--- src/rtl/core/its_pkg.sv ---
// Package for the indentation token scanner.
// Holds byte codes, token kinds, byte classes and the controller/datapath structs.
// No dependencies.
package its_pkg;

   localparam logic [7:0] CHAR_EOF     = 8'h00;
   localparam logic [7:0] CHAR_TAB     = 8'h09;
   localparam logic [7:0] CHAR_NEWLINE = 8'h0A;
   localparam logic [7:0] CHAR_CR      = 8'h0D;
   localparam logic [7:0] CHAR_SPACE   = 8'h20;
   localparam logic [7:0] CHAR_HASH    = 8'h23;

   localparam logic [4:0] TAB_WIDTH_RESET = 5'd4;

   // Upper bound on the tokens that one byte may cause.
   localparam int MAX_TOKENS = 32;
   localparam int EMIT_W     = $clog2(MAX_TOKENS + 1);

   typedef enum logic [1:0] {
      TOK_INDENT  = 2'd0,
      TOK_DEDENT  = 2'd1,
      TOK_NEWLINE = 2'd2
   } token_kind_type;

   typedef enum logic [2:0] {
      CLS_EOF,
      CLS_NEWLINE,
      CLS_SPACE,
      CLS_TAB,
      CLS_CR,
      CLS_HASH,
      CLS_OTHER
   } byte_class_type;

   function automatic byte_class_type classify(input logic [7:0] c);
      byte_class_type cls;
      case (c)
         CHAR_EOF:     cls = CLS_EOF;
         CHAR_NEWLINE: cls = CLS_NEWLINE;
         CHAR_SPACE:   cls = CLS_SPACE;
         CHAR_TAB:     cls = CLS_TAB;
         CHAR_CR:      cls = CLS_CR;
         CHAR_HASH:    cls = CLS_HASH;
         default:      cls = CLS_OTHER;
      endcase
      return cls;
   endfunction

   // Commands from the controller to the datapath.
   typedef struct packed {
      logic           take_ready;
      logic           clr_indent;
      logic           add_space;
      logic           add_tab;
      logic           set_comment;
      logic           clr_comment;
      logic           set_newline;
      logic           clr_newline;
      logic           push;
      logic           load_target;
      logic           target_zero;
      logic           rd_below;
      logic           pop;
      logic           emit;
      token_kind_type emit_kind;
      logic           emit_last;
      logic           emit_ovf;
   } its_cmd_type;

   // Status from the datapath to the controller.
   typedef struct packed {
      byte_class_type byte_class;
      logic           in_comment;
      logic           seen_newline;
      logic           indent_gt_top;
      logic           indent_lt_top;
      logic           stack_full;
      logic           above_base;
      logic           more;
      logic           out_free;
   } its_status_type;

endpackage

--- src/rtl/core/its_datapath.sv ---
// Datapath of the indentation token scanner: level stack memory, indent
// counter, mode flags, tab width register and result register. Uses its_pkg.
module its_datapath import its_pkg::*; #(
   parameter int STACK_DEPTH = 32,
   parameter int LEVEL_BITS  = 16
) (
   input  logic                clock,
   input  logic                reset,
   input  logic [7:0]          req_char_code,
   input  logic                csr_valid,
   input  logic                csr_ready,
   input  logic [4:0]          csr_write_data,
   input  its_cmd_type         cmd,
   output its_status_type      st,
   input  logic                rsp_stall,
   output logic                rsp_valid,
   output logic [1:0]          rsp_token_kind,
   output logic                rsp_last_token,
   output logic                rsp_stack_overflow
);

   localparam int ADDR_W = (STACK_DEPTH > 1) ? $clog2(STACK_DEPTH) : 1;
   localparam int CNT_W  = $clog2(STACK_DEPTH + 1);

   logic [LEVEL_BITS-1:0] level_stack_ff [STACK_DEPTH];
   logic [LEVEL_BITS-1:0] rd_data_ff;
   logic [ADDR_W-1:0]     rd_addr;

   logic [CNT_W-1:0]      count_ff, count_in;
   logic [LEVEL_BITS-1:0] top_ff, top_in;
   logic [LEVEL_BITS-1:0] indent_ff, indent_in;
   logic [LEVEL_BITS-1:0] target_ff, target_in;
   logic [EMIT_W-1:0]     emitted_ff, emitted_in;
   logic                  comment_ff, comment_in;
   logic                  newline_ff, newline_in;
   logic [4:0]            tab_width_ff, tab_width_in;

   logic                  rsp_valid_ff, rsp_valid_in;
   token_kind_type        kind_ff;
   logic                  last_ff;
   logic                  ovf_ff;

   logic [4:0]            add_amount;
   logic [LEVEL_BITS:0]   indent_sum;
   logic [EMIT_W:0]       emitted_next;

   // Stack memory: one write port for pushes, one registered read port.
   assign rd_addr = ADDR_W'(count_ff - CNT_W'(2));

   always_ff @(posedge clock) begin
      if (cmd.push) begin
         level_stack_ff[count_ff[ADDR_W-1:0]] <= indent_ff;
      end
      if (cmd.rd_below) begin
         rd_data_ff <= level_stack_ff[rd_addr];
      end
   end

   always_comb begin
      add_amount = cmd.add_tab ? tab_width_ff : 5'd1;
      indent_sum = {1'b0, indent_ff} + (LEVEL_BITS + 1)'(add_amount);

      indent_in = indent_ff;
      if (cmd.clr_indent) begin
         indent_in = '0;
      end else if (cmd.add_space || cmd.add_tab) begin
         indent_in = indent_sum[LEVEL_BITS] ? '1 : indent_sum[LEVEL_BITS-1:0];
      end

      comment_in = comment_ff;
      if (cmd.clr_comment) begin
         comment_in = 1'b0;
      end else if (cmd.set_comment) begin
         comment_in = 1'b1;
      end

      newline_in = newline_ff;
      if (cmd.clr_newline) begin
         newline_in = 1'b0;
      end else if (cmd.set_newline) begin
         newline_in = 1'b1;
      end

      count_in = count_ff;
      top_in   = top_ff;
      if (cmd.push) begin
         count_in = count_ff + CNT_W'(1);
         top_in   = indent_ff;
      end else if (cmd.pop) begin
         count_in = count_ff - CNT_W'(1);
         top_in   = (count_ff == CNT_W'(2)) ? '0 : rd_data_ff;
      end

      target_in  = target_ff;
      emitted_in = emitted_ff;
      if (cmd.load_target) begin
         target_in  = cmd.target_zero ? '0 : indent_ff;
         emitted_in = '0;
      end else if (cmd.pop) begin
         emitted_in = emitted_ff + EMIT_W'(1);
      end

      tab_width_in = (csr_valid && csr_ready) ? csr_write_data : tab_width_ff;

      rsp_valid_in = cmd.emit ? 1'b1 : (rsp_valid_ff && rsp_stall);
   end

   always_ff @(posedge clock) begin
      if (reset) begin
         count_ff     <= CNT_W'(1);
         top_ff       <= '0;
         indent_ff    <= '0;
         comment_ff   <= 1'b0;
         newline_ff   <= 1'b0;
         tab_width_ff <= TAB_WIDTH_RESET;
         rsp_valid_ff <= 1'b0;
         emitted_ff   <= '0;
      end else begin
         count_ff     <= count_in;
         top_ff       <= top_in;
         indent_ff    <= indent_in;
         comment_ff   <= comment_in;
         newline_ff   <= newline_in;
         tab_width_ff <= tab_width_in;
         rsp_valid_ff <= rsp_valid_in;
         emitted_ff   <= emitted_in;
      end
   end

   always_ff @(posedge clock) begin
      target_ff <= target_in;
      if (cmd.emit) begin
         kind_ff <= cmd.emit_kind;
         last_ff <= cmd.emit_last;
         ovf_ff  <= cmd.emit_ovf;
      end
   end

   assign emitted_next = {1'b0, emitted_ff} + (EMIT_W + 1)'(1);

   always_comb begin
      st.byte_class    = classify(req_char_code);
      st.in_comment    = comment_ff;
      st.seen_newline  = newline_ff;
      st.indent_gt_top = indent_ff > top_ff;
      st.indent_lt_top = indent_ff < top_ff;
      st.stack_full    = count_ff == CNT_W'(STACK_DEPTH);
      st.above_base    = count_ff > CNT_W'(1);
      // Another level stays to be closed after the pop now pending.
      st.more          = (count_ff > CNT_W'(2)) &&
                         (emitted_next < (EMIT_W + 1)'(MAX_TOKENS)) &&
                         (rd_data_ff > target_ff);
      st.out_free      = !rsp_valid_ff || !rsp_stall;
   end

   assign rsp_valid          = rsp_valid_ff;
   assign rsp_token_kind     = kind_ff;
   assign rsp_last_token     = last_ff;
   assign rsp_stack_overflow = ovf_ff;

endmodule

--- src/rtl/core/its_ctrl.sv ---
// Controller of the indentation token scanner: decides per byte and runs
// the dedent loop. Uses its_pkg; drives its_datapath through its_cmd_type.
module its_ctrl import its_pkg::*; (
   input  logic           clock,
   input  logic           reset,
   input  logic           req_valid,
   input  logic           req_valid_indent,
   input  logic           req_valid_dedent,
   input  logic           req_valid_newline,
   input  its_status_type st,
   output its_cmd_type    cmd
);

   typedef enum logic [2:0] {
      S_IDLE  = 3'b001,
      S_FETCH = 3'b010,
      S_POP   = 3'b100
   } state_type;

   state_type state_ff, state_in;
   logic      accept;

   always_comb begin
      cmd      = '0;
      state_in = state_ff;
      accept   = 1'b0;
      case (state_ff)
         S_IDLE: begin
            cmd.take_ready = st.out_free;
            accept         = req_valid && st.out_free;
            if (accept) begin
               case (st.byte_class)
                  CLS_EOF: begin
                     cmd.clr_comment = 1'b1;
                     cmd.clr_newline = 1'b1;
                     cmd.clr_indent  = 1'b1;
                     if (req_valid_dedent && st.above_base) begin
                        cmd.load_target = 1'b1;
                        cmd.target_zero = 1'b1;
                        state_in        = S_FETCH;
                     end
                  end
                  CLS_NEWLINE: begin
                     cmd.clr_comment = 1'b1;
                     cmd.set_newline = 1'b1;
                     cmd.clr_indent  = 1'b1;
                  end
                  default: begin
                     if (!st.in_comment) begin
                        case (st.byte_class)
                           CLS_SPACE: cmd.add_space   = 1'b1;
                           CLS_TAB:   cmd.add_tab     = 1'b1;
                           CLS_HASH:  cmd.set_comment = 1'b1;
                           CLS_OTHER: begin
                              cmd.clr_newline = 1'b1;
                              cmd.clr_indent  = 1'b1;
                              if (st.seen_newline) begin
                                 if (st.indent_gt_top && req_valid_indent) begin
                                    cmd.push      = !st.stack_full;
                                    cmd.emit      = 1'b1;
                                    cmd.emit_kind = TOK_INDENT;
                                    cmd.emit_last = 1'b1;
                                    cmd.emit_ovf  = st.stack_full;
                                 end else if (st.indent_lt_top && req_valid_dedent) begin
                                    cmd.load_target = 1'b1;
                                    state_in        = S_FETCH;
                                 end else if (req_valid_newline) begin
                                    cmd.emit      = 1'b1;
                                    cmd.emit_kind = TOK_NEWLINE;
                                    cmd.emit_last = 1'b1;
                                 end
                              end
                           end
                           default: begin
                           end
                        endcase
                     end
                  end
               endcase
            end
         end
         S_FETCH: begin
            // Read the level below the top so the pop knows whether it is the last.
            cmd.rd_below = 1'b1;
            state_in     = S_POP;
         end
         S_POP: begin
            if (st.out_free) begin
               cmd.pop       = 1'b1;
               cmd.emit      = 1'b1;
               cmd.emit_kind = TOK_DEDENT;
               cmd.emit_last = !st.more;
               state_in      = st.more ? S_FETCH : S_IDLE;
            end
         end
         default: begin
            state_in = S_IDLE;
         end
      endcase
   end

   always_ff @(posedge clock) begin
      if (reset) begin
         state_ff <= S_IDLE;
      end else begin
         state_ff <= state_in;
      end
   end

endmodule

--- src/rtl/core/indentation_token_scanner_unit.sv ---
// Top level of the indentation token scanner.
// Instantiates its_ctrl and its_datapath; uses its_pkg.
//
// Usage:
// The req_ channel carries one source byte per transaction together with the
// parser's flags saying which token kinds it accepts at this point. The rsp_
// channel returns INDENT, DEDENT and NEWLINE tokens; rsp_last_token marks the
// final token caused by one byte. The csr_ channel writes the tab width and
// is always ready; write it only while the scanner is idle.
// A byte that causes no token or a single token is taken while the scanner
// is idle and the result register is free, and its token is in the result
// register on the next cycle. A byte that closes levels (a dedent or end of
// input) runs, per DEDENT, a fetch state that reads the level stack memory
// for the next level down and a pop state; no byte is taken during that burst.
// Reset clears the level stack to its base level, the indent counter and the
// comment and newline marks, and sets the tab width to 4. The stack memory
// needs no clearing, since only entries that were pushed are ever used.
// While rsp_stall holds a token, the result register keeps it, and req_stall
// stays high until the receiver takes it, whatever the next byte would cause.
module indentation_token_scanner_unit import its_pkg::*; #(
   parameter int STACK_DEPTH = 32,
   parameter int LEVEL_BITS  = 16
) (
   input  logic       clock,
   input  logic       reset,
   input  logic       req_valid,
   output logic       req_stall,
   input  logic [7:0] req_char_code,
   input  logic       req_valid_indent,
   input  logic       req_valid_dedent,
   input  logic       req_valid_newline,
   output logic       rsp_valid,
   input  logic       rsp_stall,
   output logic [1:0] rsp_token_kind,
   output logic       rsp_last_token,
   output logic       rsp_stack_overflow,
   input  logic       csr_valid,
   output logic       csr_ready,
   input  logic [4:0] csr_write_data
);

   its_cmd_type    cmd;
   its_status_type st;

   // The tab width register takes a write in any cycle.
   assign csr_ready = 1'b1;

   // A byte is taken only while the controller is waiting for one and the
   // result register can hold whatever token the byte produces.
   assign req_stall = !cmd.take_ready;

   its_ctrl u_ctrl (
      .clock             (clock),
      .reset             (reset),
      .req_valid         (req_valid),
      .req_valid_indent  (req_valid_indent),
      .req_valid_dedent  (req_valid_dedent),
      .req_valid_newline (req_valid_newline),
      .st                (st),
      .cmd               (cmd)
   );

   its_datapath #(
      .STACK_DEPTH (STACK_DEPTH),
      .LEVEL_BITS  (LEVEL_BITS)
   ) u_datapath (
      .clock              (clock),
      .reset              (reset),
      .req_char_code      (req_char_code),
      .csr_valid          (csr_valid),
      .csr_ready          (csr_ready),
      .csr_write_data     (csr_write_data),
      .cmd                (cmd),
      .st                 (st),
      .rsp_stall          (rsp_stall),
      .rsp_valid          (rsp_valid),
      .rsp_token_kind     (rsp_token_kind),
      .rsp_last_token     (rsp_last_token),
      .rsp_stack_overflow (rsp_stack_overflow)
   );

   // A pop never removes the base level.
   assert property (@(posedge clock) disable iff (reset) cmd.pop |-> st.above_base)
      else $error("pop issued with only the base level on the stack");

   // A push never goes past the last stack entry.
   assert property (@(posedge clock) disable iff (reset) cmd.push |-> !st.stack_full)
      else $error("push issued into a full stack");

   // A token is never loaded over one that the receiver has not taken.
   assert property (@(posedge clock) disable iff (reset) cmd.emit |-> st.out_free)
      else $error("token loaded while the result register is held");

   // No new byte is taken during a dedent burst.
   assert property (@(posedge clock) disable iff (reset) cmd.rd_below |-> req_stall)
      else $error("input taken during a dedent burst");

endmodule

--- config.mk ---
export PLATFORM = sky130hd
export DESIGN_NAME = indentation_token_scanner_unit
export DESIGN_NICKNAME = d
export VERILOG_FILES = /design/src/rtl/core/its_pkg.sv /design/src/rtl/core/its_datapath.sv /design/src/rtl/core/its_ctrl.sv /design/src/rtl/core/indentation_token_scanner_unit.sv
export SDC_FILE = /design/constraint.sdc
export NUM_CORES = 1
export LEC_CHECK = 0
export BUFFER_PORTS_ARGS = -buffer_cell sky130_fd_sc_hd__buf_4
export CELL_PAD_IN_SITES_DETAIL_PLACEMENT = 0
export CELL_PAD_IN_SITES_GLOBAL_PLACEMENT = 1
export CORE_MARGIN = 5
export CORE_UTILIZATION = 30
export DETAILED_ROUTE_END_ITERATION = 8
export PLACE_DENSITY_LB_ADDON = 0.1
export SYNTH_ARGS = -nofsm -noshare
export SYNTH_HDL_FRONTEND = slang
export SYNTH_HIERARCHICAL = 1
export SYNTH_SLANG_ARGS = --single-unit
export TNS_END_PERCENT = 100
--- constraint.sdc ---
create_clock -name clock -period 6.7 [get_ports clock]
set_input_delay 1.34 -clock clock [delete_from_list [all_inputs] [get_ports clock]]
set_output_delay 1.34 -clock clock [all_outputs]
set_load 0.05 [all_outputs]
==> flow_summary.ini, run 1 <==
[outcome]
status = finished clean

[place]
pre_cts_slack_ns = 1.203
place_area_um2 = 26660
numPortBuffers = 26
hpwl_mm = 38.75
gp_congestion = 0.7205
dp_cells = 2488

[critical_path]
rr_startpoint = u_datapath/rsp_valid$_SDFF_PP0_
worstSetupStartpointType = input pin
slowest_delay_ns = 0.72
worstSetupPathType = input pin to register
cp_max_fo = 7
worstPathRequired_ns = 7.19
crit_slowest_cell = nor4_1
critical_path.most_common_cell = a211oi_2
crit_path_end_kind = register
reg2reg_slack_ns = 2.70
worstPathCellList = buf_4 > or4_1 > a21oi_1 > inv_1 > nor4_1 > nand2b_1 > ha_1 > fa_1 > a211oi_2 > o21bai_1 > a211oi_2 > nand2_1 > a32o_1
critical_path_arrival_ns = 5.33
rr_endpoint = u_datapath/indent_ff[11]$_SDFFE_PP0P_
rr_worst_depth = 12

[clock_tree]
cts_inserted_buffers = 72
postCtsSetupBuffers = 0
post_cts_resized = 0
clk_pin_slew_ns = 0.06
worstSkewPairLatency_ns = 0.60
clock_path_buffers = 3
cts_tree = built
holdBufCountCts = 0
h-tree-depth = 3
clkSinkCount = 603
clock-root-buffer = clkbuf_16

[detailed_routing]
routed_wl_mm = 65.23
drtIter0Drc = 944
antenna_left = 0
drc = 0
wire_per_inst_um = 24.96
via_per_inst = 4.928
firstDrtPassIters = 5
vias = 12880

[layout]
final_area_um2 = 28850
fin_cells = 2613
fin_util_pct = 35.08
layout_common_cells = edfxtp_1 (548), mux4_2 (128), buf_4 (87)
drive_above_1_share_pct = 24.32
layout.nets = 1560
area_growth_syn_to_layout_pct = 15.67
final_common_cell = edfxtp_1

[timing]
worst_slew_pin_slew_ns = 1.111
rsz0062_at_grt = false
period_minus_slack_ns = 4.832
worst_slew_margin_rel_pct = 25.59
setup_ws_ns = 1.868
finalSetupViolCount = 0
hold_viol = 0
fin_crit_sh_pct = 72.12
holdWs_ns = 0.4702
fin_skew_ns = 0.02530
maxSlewViolCount = 0
final.setup.tns_ns = 0
clock.fmax_mhz = 207.0

[power]
powerDensity_nw_per_um2 = 267.6
finalPower_mw = 7.720
irDropWorstVdd_v = 0.0001583
cellLeakagePower_nw = 9.981

[logic_synthesis]
synth_top_area_share_pct = 65.97
synth-async-reset-ratio_pct = 0
synth_ff_type = edfxtp_1
syn_area_um2 = 24940
yosysWarnings = 6
yosys.area.top_type = edfxtp_1
ys_ff_latch = 603
ys_seq_area_share_pct = 70.39
ys_types = 68
synth_edf_count = 548
synth_area_leaders = edfxtp_1 (66%), mux4_2 (12%), dfxtp_1 (4.4%), ha_1 (2.3%), mux2i_1 (2.1%)
syn_area_per_cell_um2 = 17.89
synthCells = 1394

[job]
maxCapViolations = 0

[die]
dieArea_um2 = 89010
rows = 105
die_w_um = 298.3
start_util_pct = 30.33
ios = 28
core_area_um2 = 82240
die_h_um = 298.3

[global_route]
grt_pass1_wl_mm = 95.02
antenna_found_initial = 1
grt_use_total_pct = 14.56
grt_pass1_vias = 13130
grt_max_degree = 80
overflow = 0

[hold_path]
holdCritPathClass = register to register
worstHoldStart = u_datapath/tab_width_ff[1]$_SDFFE_PP0P_
hold_depth = 2
hold_end = u_datapath/tab_width_ff[1]$_SDFFE_PP0P_
## worst max-delay path: cells and delay by family
family	cells	cell delay [ns]
simple gates	4	1.48
fa+ha+maj	2	0.74
buf+inv	2	0.26
compound gates	5	1.51
## Yosys cell counts (all sizes together), types with 2 or more instances
| library cell | count |
|---|---|
| a211oi | 10 |
| a21boi | 2 |
| a21o | 11 |
| a21oi | 29 |
| a221oi | 33 |
| a311oi | 3 |
| a32o | 17 |
| and2 | 9 |
| and3 | 8 |
| and4 | 4 |
| and4bb | 2 |
| buf | 51 |
| clkbuf | 20 |
| dfxtp | 55 |
| edfxtp | 548 |
| ha | 46 |
| inv | 41 |
| mux2i | 52 |
| mux4 | 128 |
| nand2 | 64 |
| nand2b | 6 |
| nand3 | 18 |
| nand3b | 3 |
| nand4 | 14 |
| nor2 | 89 |
| nor2b | 23 |
| nor3 | 30 |
| nor3b | 2 |
| nor4 | 3 |
| o21ai | 16 |
| o21bai | 2 |
| o2bb2ai | 2 |
| o31a | 2 |
| or2 | 4 |
| or3 | 8 |
| or4 | 2 |
| xnor2 | 9 |
| xor2 | 9 |
## final cells by class
class / count / area (um^2)
multi-input combinational: 685 / 6913
inverter: 41 / 153.9
antenna: 1 / 2.502
tap: 1070 / 1339
clock inverter: 34 / 261.5
sequential: 603 / 17570
fill: 7779 / 53390
timing repair buffer: 89 / 693.2
clock buffer: 90 / 1922
## routing by layer
| layer | share of wire, % | wire, um | track usage, % | vias up |
|---|---|---|---|---|
| li1 | - | - | - | 5790 |
| met1 | 47 | 30670 | 20.59 | 6801 |
| met2 | 47 | 30680 | 23.19 | 198 |
| met3 | 3.3 | 2180 | 2.287 | 89 |
| met5 | 0 | 0 | 0 | - |
| met4 | 2.6 | 1695 | 4.711 | 0 |
## sequential cells by signal, summed over array words and instances (netlist names)
name / flops
u_datapath/rsp_stack_overflow: 1
u_datapath/rsp_last_token: 1
u_datapath/count_ff: 6
u_datapath/rd_data_ff: 16
u_datapath/target_ff: 16
u_datapath/indent_ff: 16
u_datapath/newline_ff: 1
u_ctrl/state_ff: 3
u_datapath/level_stack_ff: 512
u_datapath/top_ff: 16
u_datapath/rsp_token_kind: 2
u_datapath/comment_ff: 1
u_datapath/tab_width_ff: 5
u_datapath/emitted_ff: 6
u_datapath/rsp_valid: 1
## cell families (layout without fill, tap and decap cells)
kind of cell	after synthesis	count (layout)	share of synthesized area, %
AND/OR/NAND/NOR	294	294	5.894
adder cells (fa/ha/maj)	47	47	2.388
flip-flops	603	603	70.39
buffers and inverters	112	254	2.187
multiplexers	180	180	13.64
other	1	8	0.01503
XOR/XNOR	18	18	0.7073
AO/OA/AOI/OAI	139	139	4.776
## worst max path at each step
stage | start | end | slack [ns] | cells after the start
6_report | req_char_code[4] | u_datapath/indent_ff[11]$_SDFFE_PP0P_ | 1.87 | 13
5_1_grt | req_char_code[4] | u_datapath/indent_ff[11]$_SDFFE_PP0P_ | 1.57 | 13
3_5_place_dp | req_char_code[4] | u_datapath/indent_ff[11]$_SDFFE_PP0P_ | 1.20 | 13
4_1_cts | req_char_code[4] | u_datapath/indent_ff[11]$_SDFFE_PP0P_ | 1.85 | 13
3_3_place_gp | req_char_code[4] | u_datapath/indent_ff[11]$_SDFFE_PP0P_ | 1.26 | 13
2_1_floorplan | req_char_code[4] | u_datapath/indent_ff[11]$_SDFFE_PP0P_ | 1.95 | 12
## where the power goes
group	total, mW	switching [mW]	internal, mW
Clock	3.64	1.53	2.11
Sequential	4.04	0.000930	4.04
Combinational	0.0319	0.0192	0.0128
Note: power is estimated with default switching activity, not from simulation.
==> inputs of run 2 (changes only) <==
==> constraint.sdc (replaced) <==
create_clock -name clock -period 4 [get_ports clock]
set_input_delay 0.8 -clock clock [delete_from_list [all_inputs] [get_ports clock]]
set_output_delay 0.8 -clock clock [all_outputs]
set_load 0.05 [all_outputs]
==> run 2 against run 1 <==
Clock-buffer cell count is 5 lower. Sequential share of layout area is 1.8 points lower. Via count is 1.6% higher. Register-to-register slack worse by 2.2 ns. Non-clock buffer count is 37 higher. Worst hold slack worse by 0.026 ns.
==> flow_summary.ini, run 2 (synthesis gave the netlist of run 1 again) <==
[outcome]
status = finished clean

[place]
gp_congestion = 0.7553
hpwl_mm = 39.94
dp_cells = 2525
numPortBuffers = 26

[critical_path]
cp_max_fo = 16
worstPathRequired_ns = 4.20
rr_startpoint = u_datapath/top_ff[15]$_SDFFE_PP0P_
worstSetupPathType = register to register
rr_endpoint = u_datapath/level_stack_ff[1][4]$_DFFE_PP_
crit_path_end_kind = register
rr_worst_depth = 11
critical_path_arrival_ns = 3.72
reg2reg_slack_ns = 0.49
worstSetupStartpointType = register

[clock_tree]
h-tree-depth = 3
clk_pin_slew_ns = 0.06
worstSkewPairLatency_ns = 0.60
clock_path_buffers = 3
holdBufCountCts = 0
clock-root-buffer = clkbuf_16
clkSinkCount = 603
cts_tree = built
cts_inserted_buffers = 70
postCtsSetupBuffers = 0
post_cts_resized = 0

[die]
die_w_um = 298.3
start_util_pct = 30.33
die_h_um = 298.3
core_area_um2 = 82240
ios = 28
rows = 105
dieArea_um2 = 89010

[timing]
clock.fmax_mhz = 284.7
hold_viol = 0
period_minus_slack_ns = 3.512
worst_slew_pin_slew_ns = 1.187
finalSetupViolCount = 0
fin_crit_sh_pct = 87.80
worst_slew_margin_rel_pct = 20.81
fin_skew_ns = 0.02057
rsz0062_at_grt = false
maxSlewViolCount = 0

[global_route]
grt_pass1_wl_mm = 95.26
grt_pass1_vias = 13480
antenna_found_initial = 2
grt_max_degree = 87
grt_use_total_pct = 14.64
overflow = 0

[layout]
layout_common_cells = edfxtp_1 (548), mux4_2 (128), buf_4 (91)
layout.nets = 1595
antenna_cells = 0
drive_above_1_share_pct = 26.53
fin_cells = 2653
final_common_cell = edfxtp_1
area_growth_syn_to_layout_pct = 19.19
largest_reg_flops = 512

[detailed_routing]
firstDrtPassIters = 4
antenna_left = 0
drc = 0
routed_wl_mm = 66.00
drtIter0Drc = 785
wire_per_inst_um = 24.88
via_per_inst = 4.930
vias = 13080

[power]
cellLeakagePower_nw = 10.70
finalPower_mw = 13.34
powerDensity_nw_per_um2 = 448.8
irDropWorstVdd_v = 0.0002867

[hold_path]
holdCritPathClass = input pin to register
worstHoldStart = rsp_stall
hold_end = u_datapath/rsp_valid$_SDFF_PP0_
hold_depth = 3

[job]
maxCapViolations = 0
## run 2: area by class of cell
class	instances	area (um^2)
well taps	1070	1339
multi-input cells	685	6940
inverters	41	153.9
flip-flops and latches	603	17570
repair buffers	126	1384
fillers	7628	52510
clock inverters	43	514.2
clock buffers	85	1829
## run 2: how the worst max path moves through the flow
stage                                            start                                        end  slack (ns)
detailed placement                    req_char_code[1]       u_datapath/indent_ff[7]$_SDFFE_PP0P_       -0.13
CTS                 u_datapath/top_ff[15]$_SDFFE_PP0P_  u_datapath/level_stack_ff[1][7]$_DFFE_PP_        0.39
finish              u_datapath/top_ff[15]$_SDFFE_PP0P_  u_datapath/level_stack_ff[1][4]$_DFFE_PP_        0.49
global placement                      req_char_code[1]       u_datapath/indent_ff[7]$_SDFFE_PP0P_       -0.16
global route        u_datapath/top_ff[14]$_SDFFE_PP0P_  u_datapath/level_stack_ff[1][4]$_DFFE_PP_        0.25
floorplan                             req_char_code[1]       u_datapath/indent_ff[7]$_SDFFE_PP0P_        0.03
## run 2: per-layer routing
layer | global-route usage (%) | up-vias | wire, um
met4 | 4.510 | 0 | 1650
li1 | - | 5862 | -
met5 | 0 | - | 0
met2 | 24.96 | 236 | 32650
met3 | 2.657 | 94 | 2561
met1 | 19.15 | 6887 | 29140
## run 2: stage by stage
step | worst slack, ns | hold slack (ns) | instance area (um^2) | TNS (ns) | util (%)
after floorplan | 0.02859 | 0.4267 | 24990 | 0 | -
after global placement | -0.1636 | 0.4516 | 27390 | -1.811 | 33.30
after detailed placement | -0.1342 | 0.4495 | 27390 | -1.431 | 33.30
after CTS | 0.3903 | 0.4051 | 29730 | 0 | 36.15
after global routing | 0.2466 | 0.4494 | 29730 | 0 | 36.15
final | 0.4880 | 0.4444 | 29730 | 0 | 36.15
## run 2: where the power goes
group / leakage, nW / total, mW / internal, mW / switching [mW]
Clock: 1.14 / 6.51 / 3.93 / 2.58
Sequential: 6.13 / 6.77 / 6.77 / 0.00125
Combinational: 3.43 / 0.0589 / 0.0248 / 0.0341
## run 2: worst max-delay path, stage by stage, from the launching register on
cell,delay (ns)
dfxtp_1,0.30
inv_1,0.06
ha_1,0.29
and4_1,0.22
nand3_1,0.15
o21bai_1,0.20
a31oi_1,0.32
nand2_1,0.20
nor3_2,0.22
buf_12,0.16
nand2_1,0.08
nor2_2,0.92
==> inputs of run 3 (changes only) <==
--- a/config.mk
+++ b/config.mk
@@ -5,6 +5,7 @@
 export SDC_FILE = /design/constraint.sdc
 export NUM_CORES = 1
 export LEC_CHECK = 0
+export ABC_AREA = 1
 export BUFFER_PORTS_ARGS = -buffer_cell sky130_fd_sc_hd__buf_4
 export CELL_PAD_IN_SITES_DETAIL_PLACEMENT = 0
 export CELL_PAD_IN_SITES_GLOBAL_PLACEMENT = 1
==> run 3 against run 2 <==
Fmax is 1.9% higher. Critical path depth is 13 higher. Core utilization is 0.78 points lower. Non-clock buffer count is 11 lower. Largest power group unchanged. Power is 1.3% lower.
==> flow_summary.ini, run 3 <==
[place]
numPortBuffers = 26
dp_cells = 3694
gp_congestion = 0.7801
hpwl_mm = 47.22

[clock_tree]
h-tree-depth = 3
clkSinkCount = 603
postCtsSetupBuffers = 0
holdBufCountCts = 0
worstSkewPairLatency_ns = 0.62
clock_path_buffers = 3
post_cts_resized = 0
clock-root-buffer = clkbuf_16
cts_tree = built
cts_inserted_buffers = 73
clk_pin_slew_ns = 0.06

[die]
ios = 28
die_h_um = 306.3
start_util_pct = 30.31
core_area_um2 = 86890
dieArea_um2 = 93800
rows = 108
die_w_um = 306.3

[logic_synthesis]
yosys.area.top_type = edfxtp_1
synth.most_common_cell = nand2_1
ys_seq_area_share_pct = 66.67
syn_area_per_cell_um2 = 10.32
yosysWarnings = 6
synth_edf_count = 548
yosys-top-cells-count = nand2_1 (650), edfxtp_1 (548), nor2_1 (441), nand3_1 (259), o21ai_0 (190)
synth_top_area_share_pct = 62.49
synthCells = 2551
synth_ff_type = edfxtp_1
syn_area_um2 = 26330
ys_ff_latch = 603
synth-async-reset-ratio_pct = 0
synth_area_leaders = edfxtp_1 (62%), nand2_1 (9.3%), nor2_1 (6.3%), nand3_1 (4.9%), dfxtp_1 (4.2%)
ys_types = 42

[detailed_routing]
m1WireLength_mm = 38.09
routed.top_layer = met4
routed_wl_mm = 80.98
drtIter0Drc = 1107
wire_per_inst_um = 21.19
drc = 0
antenna_left = 0
firstDrtPassIters = 5
dr_wl_met2_mm = 37.95
via_per_inst = 4.737
wl_met3_mm = 3.245
vias = 18100

[global_route]
grt_pass1_wl_mm = 118.7
antenna_found_initial = 3
overflow = 0
grt_pass1_vias = 17730
grt_use_total_pct = 16.80
grt_max_degree = 166

[timing]
holdWs_ns = 0.3993
maxSlewViolCount = 0
hold_viol = 0
finalSetupViolCount = 0
clock.fmax_mhz = 290.3
worst_slew_margin_rel_pct = 32.69
worst_slew_pin_slew_ns = 1.010
fin_skew_ns = 0.02533
fin_crit_sh_pct = 86.12
period_minus_slack_ns = 3.445
rsz0062_at_grt = false

[layout]
layout.nets = 2682
largest_reg_flops = 512
fillers = 8727
fin_cells = 3821
area_growth_syn_to_layout_pct = 16.69
drive_above_1_share_pct = 9.568
layout_common_cells = nand2_1 (650), edfxtp_1 (548), nor2_1 (440)
final_common_cell = nand2_1

[critical_path]
worstSetupPathType = input pin to register
rr_endpoint = u_datapath/level_stack_ff[24][9]$_DFFE_PP_
reg2reg_slack_ns = 0.56
critical_path_arrival_ns = 3.99
critPathLaunch = req_char_code[6]
rr_startpoint = u_datapath/top_ff[13]$_SDFFE_PP0P_
crit_path_end_kind = register
rr_worst_depth = 15
cp_max_fo = 7
worstSetupStartpointType = input pin
worstPathRequired_ns = 4.54
timing.critical_path.to = u_datapath/indent_ff[10]$_SDFFE_PP0P_

[power]
cellLeakagePower_nw = 11.64
irDropWorstVdd_v = 0.0002505
powerDensity_nw_per_um2 = 428.5

[outcome]
status = finished clean

[hold_path]
holdCritPathClass = input pin to register

[job]
maxCapViolations = 0
==> run 3: power by group <==
| part | switching, mW | total, mW | internal (mW) |
|---|---|---|---|
| Clock | 2.61 | 6.33 | 3.72 |
| Sequential | 0.00175 | 6.78 | 6.77 |
| Combinational | 0.0383 | 0.0619 | 0.0235 |
| Total | 2.65 | 13.2 | 10.5 |
==> run 3: cell families (layout without fill, tap and decap cells) <==
| logic type | count (synthesis) | count (layout) | share of synthesized area, % |
|---|---|---|---|
| and+or+nand+nor | 1393 | 1393 | 21.71 |
| AOI/OAI and AO/OA | 250 | 250 | 4.918 |
| buffers and inverters | 250 | 363 | 4.162 |
| other | 1 | 3 | 0.01424 |
| DFF | 603 | 603 | 66.67 |
| adders and majority gates | 47 | 47 | 2.262 |
| xor gates and xnor gates | 7 | 7 | 0.2613 |
==> run 3: critical path, cell delays in order <==
cell and delay, ns:
buf_4 0.11, inv_1 0.06, nand2_1 0.05, nor3_1 0.34, nand4_1 0.21, nand2_1 0.13, nor2_1 0.08, inv_1 0.08
nand4_1 0.14, nor3_2 0.17, inv_1 0.05, or2_2 0.27, ha_1 0.24, fa_1 0.44, nand2_1 0.09, nand2_1 0.07
nand3_1 0.07, nand2_1 0.06, buf_4 0.16, nand3_1 0.09, nand2_1 0.06, nand3_1 0.09, nand2_1 0.05, inv_1 0.09
==> run 3: routing by layer <==
| layer | global-route usage (%) | vias to the layer above |
|---|---|---|
| met5 | 0 | - |
| li1 | - | 8814 |
| met2 | 27.76 | 335 |
| met3 | 2.299 | 106 |
| met1 | 23.47 | 8845 |
| met4 | 4.424 | 0 |
==> run 3: final cells by class <==
cell class / count / area, um^2 / area share [%]
multi-input combinational: 1699 / 7706 / 25.08
tap: 1155 / 1445 / 4.703
clock inverter: 30 / 287.8 / 0.9365
timing repair buffer: 115 / 1264 / 4.113
antenna: 1 / 2.502 / 0.008144
inverter: 122 / 473.0 / 1.539
sequential: 603 / 17580 / 57.23
clock buffer: 96 / 1966 / 6.397
==> run 3: metrics by stage <==
stage | total power [mW] | TNS, ns | area [um^2] | utilization [%] | worst slack, ns
2_1_floorplan | 6.939 | 0 | 26340 | - | 0.1610
3_3_place_gp | 6.969 | 0 | 28470 | 32.77 | 0.05937
3_5_place_dp | 6.969 | -0.09403 | 28470 | 32.77 | -0.04428
4_1_cts | 13.39 | 0 | 30730 | 35.36 | 0.4597
5_1_grt | 13.63 | 0 | 30730 | 35.36 | 0.2366
6_report | 13.17 | 0 | 30730 | 35.37 | 0.5552
==> run 3: worst min-delay path by stage <==
stage	startpoint	end	cells after the start
floorplan	u_datapath/tab_width_ff[2]$_SDFFE_PP1P_	u_datapath/tab_width_ff[2]$_SDFFE_PP1P_	2
global placement	u_datapath/tab_width_ff[2]$_SDFFE_PP1P_	u_datapath/tab_width_ff[2]$_SDFFE_PP1P_	2
detailed placement	u_datapath/tab_width_ff[2]$_SDFFE_PP1P_	u_datapath/tab_width_ff[2]$_SDFFE_PP1P_	2
CTS	csr_write_data[2]	u_datapath/tab_width_ff[2]$_SDFFE_PP1P_	3
global route	csr_write_data[2]	u_datapath/tab_width_ff[2]$_SDFFE_PP1P_	3
finish	csr_write_data[2]	u_datapath/tab_width_ff[2]$_SDFFE_PP1P_	3
